$ cat src/rtl/core/gmps_ram.sv
`default_nettype none
module gmps_ram #(
  parameter int WIDTH = 8,
  parameter int DEPTH = 16,
  localparam int AW = (DEPTH > 1) ? $clog2(DEPTH) : 1
) (
  input  wire logic             clk,
  input  wire logic             we,
  input  wire logic [AW-1:0]    waddr,
  input  wire logic [WIDTH-1:0] wdata,
  input  wire logic             re,
  input  wire logic [AW-1:0]    raddr,
  output logic      [WIDTH-1:0] rdata
);

  logic [WIDTH-1:0] mem [DEPTH];

  always_ff @(posedge clk) begin
    if (we) begin
      mem[waddr] <= wdata;
    end
    if (re) begin
      rdata <= mem[raddr];
    end
  end

endmodule
`default_nettype wire

$ cat config.mk
export PLATFORM = sky130hd
export DESIGN_NAME = gmps_ram
export DESIGN_NICKNAME = d
export VERILOG_FILES = /design/src/rtl/core/gmps_ram.sv
export SDC_FILE = /design/constraint.sdc
export NUM_CORES = 1
export LEC_CHECK = 0
export ABC_AREA = 1
export BUFFER_PORTS_ARGS = -buffer_cell sky130_fd_sc_hd__clkbuf_2
export CAP_MARGIN = 20
export CORE_ASPECT_RATIO = 1.5
export CORE_MARGIN = 1
export CORE_UTILIZATION = 50
export CTS_BUF_LIST = sky130_fd_sc_hd__clkbuf_8
export CTS_CLUSTER_DIAMETER = 50
export DETAILED_ROUTE_END_ITERATION = 6
export PLACE_DENSITY = 0.7
export SYNTH_ARGS = -nofsm -noshare
export SYNTH_HDL_FRONTEND = slang
export SYNTH_SLANG_ARGS = --single-unit
$ cat constraint.sdc
create_clock -name clk -period 1.1 [get_ports clk]
set_input_delay 0.22 -clock clk [delete_from_list [all_inputs] [get_ports clk]]
set_output_delay 0.22 -clock clk [all_outputs]
set_load 0.01 [all_outputs]
==> flow_metrics.env <==
export IMPL_status="finished, violations left"
export IMPL_violations="setup timing"
export IMPL_swShare_pct=22.5
export IMPL_worstHoldEndpoint="rdata[7]"
export IMPL_htree_levels=4
export IMPL_ff2ff_setup_slack_ns=0.01
export IMPL_synth_top_area_share_pct=69.8
export IMPL_cts_buffer_depth=2
export IMPL_seq_area_frac_synth_pct=69.8
export IMPL_cts_setup_buffers=0
export IMPL_antenna_found_initial=0
export IMPL_worstSetupPathType="reg -> out"
export IMPL_clkSlewWorstSetupHoldPaths_ns=0.07
export IMPL_switching_power_w=0.00234
export IMPL_cts_sinks=136
export IMPL_hpwlAfterDp_um=8370
export IMPL_grt_pass1_wl_um=20000
export IMPL_fmax_ghz=0.830
export IMPL_fin_ws_ns=-0.104
export IMPL_required_ns=0.88
export IMPL_grt_max_degree=39
export IMPL_min_period_ns=1.20
export IMPL_power_density_mw_per_mm2=1490
export IMPL_final_cell_mix="166 x nand2_1, 136 x edfxtp_1, 100 x inv_1, 49 x nand3_2, 47 x nand3_1"
export IMPL_fin_util_pct=61.0
export IMPL_end_kind="primary output"
export IMPL_grt_usage_pct=22.8
export IMPL_drive_above_1_share_pct=24.1
export IMPL_routabilityCongestion=0.885
export IMPL_intPower_w=0.00806
export IMPL_clock_insertion_delay_worst_skew_ns=0.44
export IMPL_ys_warnings_count=0
export IMPL_grt_pass1_vias=3859
export IMPL_netlist_instances=551
export IMPL_wirelength_um=12800
export IMPL_fin_crit_sh_pct=109
export IMPL_hold_violations=0
export IMPL_synth_cell_types=11
export IMPL_rows=48
export IMPL_firstDrtPassIters=5
export IMPL_combPwrFrac_pct=8.3
export IMPL_max_slew_margin_pct=69.0
export IMPL_avgViaCountPerCell=5.20
export IMPL_routedWlPerCell_um=16.8
export IMPL_crit_family="flip-flops"
export IMPL_skew_ns=0.0117
export IMPL_cpPeakStageDelay_ns=0.41
export IMPL_ant_nets=0
export IMPL_netlist_area_mm2=0.00585
export IMPL_drcViolationCount=0
export IMPL_cp_slowest_cell="edfxtp_1"
export IMPL_seq_power_share_pct=56.4
export IMPL_cts_tree="yes"
export IMPL_final_common_cell="nand2_1"
export IMPL_synth_seq_cells=136
export IMPL_syn_avg_cell_area_um2=10.6
export IMPL_max_cap_viol_count=0
export IMPL_reg2reg_from="mem[9][3]"
export IMPL_synthTopCellsByArea="edfxtp_1 70%, nand2_1 11%, nand3_1 8.3%"
export IMPL_num_nets_final=620
export IMPL_seq_area_mm2=0.00408
export IMPL_drt_iter0_markers=332
export IMPL_io_buffer_count=26
export IMPL_preCtsSetupSlack_ns=-0.327
export IMPL_slew_violations=0
export IMPL_path_buf_inv=1
export IMPL_rr_endpoint="rdata[3]"
export IMPL_critPathArrivalTime_ns=0.98
export IMPL_hold_path_class="in -> reg"
export IMPL_ir_drop_mv=0.923
export IMPL_yosysTopAreaCell="edfxtp_1"
export IMPL_power_frac_clock_pct=35.3
export IMPL_syn_num_nets=570
export IMPL_coreArea_mm2=0.0115
export IMPL_place_area_mm2=0.00637
export IMPL_final_area_mm2=0.00700
export IMPL_synthToLayoutAreaGrowth_pct=19.7
export IMPL_fp_dieH_um=134
export IMPL_setup_viol=8
export IMPL_worst_path_max_fanout=1
export IMPL_min_path_cells=1
export IMPL_cts_root_buf="clkbuf_8"
export IMPL_initial_core_util_pct=51.0
export IMPL_grt_remaining_overflow=0
export IMPL_multi_input_area_mm2=0.00150
export IMPL_holdCritStartpoint="re"
export IMPL_critPathLaunchType="register"
export IMPL_io_pins=27
export IMPL_cp_cell_sequence="clkbuf_2"
export IMPL_worst_pin_slew_ns=0.465
export IMPL_grt_setup_unrepaired="true"
export IMPL_die_area_mm2=0.0121
export IMPL_cts_hold_buf=0
export IMPL_finalPower_w=0.0104
export IMPL_reg2reg_depth=6
export IMPL_numCtsBuffers=17
export IMPL_num_fill_cells=900
export IMPL_timing_hold_ws_ns=0.167
export IMPL_die_w_um=90.3
export IMPL_antenna_cells=0
export IMPL_vias=3973
export IMPL_leakage_nw=3.03
## Yosys cell counts
library cell and instances:
buf_4 4, nand3b_1 2, nor2_1 17, buf_1 1, nand3_1 97, inv_2 2, buf_6 6, buf_2 13
inv_1 100, nand2_1 173, edfxtp_1 136
## cell families after synthesis
kind of cell	after synthesis	share of synthesized area, %
simple gates	289	20.8
flops	136	69.8
buf+inv	126	9.39
## repair_timing
| action | in CTS | in global routing |
|---|---|---|
| gates resized for setup | 6 | 56 |
| pin swaps | 0 | 35 |
| endpoints found under the setup margin | 13 | 16 |
## power groups by stage
stage | sequential [W] | clock [W] | combinational [W]
3_5_place_dp | 0.00598 | 0 | 0.000773
2_1_floorplan | 0.00599 | 0 | 0.000413
4_1_cts | 0.00587 | 0.00372 | 0.000784
5_1_grt | 0.00587 | 0.00393 | 0.000950
3_3_place_gp | 0.00598 | 0 | 0.000759
6_report | 0.00587 | 0.00367 | 0.000867
## worst max path at each step
| stage | startpoint | end | slack (ns) | cells after the start |
|---|---|---|---|---|
| after global routing | rdata[4] | rdata[4] | -0.15 | 1 |
| after global placement | raddr[0] | rdata[3] | -0.30 | 9 |
| final | rdata[4] | rdata[4] | -0.10 | 1 |
| after floorplan | waddr[2] | mem[11][0] | -0.07 | 2 |
| after CTS | rdata[5] | rdata[5] | -0.14 | 1 |
| after detailed placement | raddr[0] | rdata[3] | -0.33 | 8 |
## registers in the layout, summed over array words and instances, names as in the netlist
register,count
mem,128
rdata,8
## layer usage
metal  wire [µm]  share of wire, %  GRT usage [%]  up-vias
met2        6910                54           39.5      145
met3         670               5.2           4.59       25
met1        4800                37           25.9     1922
met4         426               3.3           13.7        0
met5           0                 0              0        -
li1            -                 -              -     1881
## area by class of cell
| type | instances | share of cell area [%] |
|---|---|---|
| clock buffers | 17 | 3.34 |
| clock inverters | 15 | 1.73 |
| inverters | 102 | 5.47 |
| multi-input cells | 289 | 21.5 |
| flip-flops and latches | 136 | 58.4 |
| well taps | 150 | 2.68 |
| repair buffers | 55 | 6.94 |
## metrics by stage
step,setup TNS [ns],std cells
CTS,-0.769,764
global placement,-11.68,732
floorplan,-6.08,551
detailed placement,-13.75,732
finish,-0.517,764
global route,-1.07,764
(Power assumes the default switching activity.)
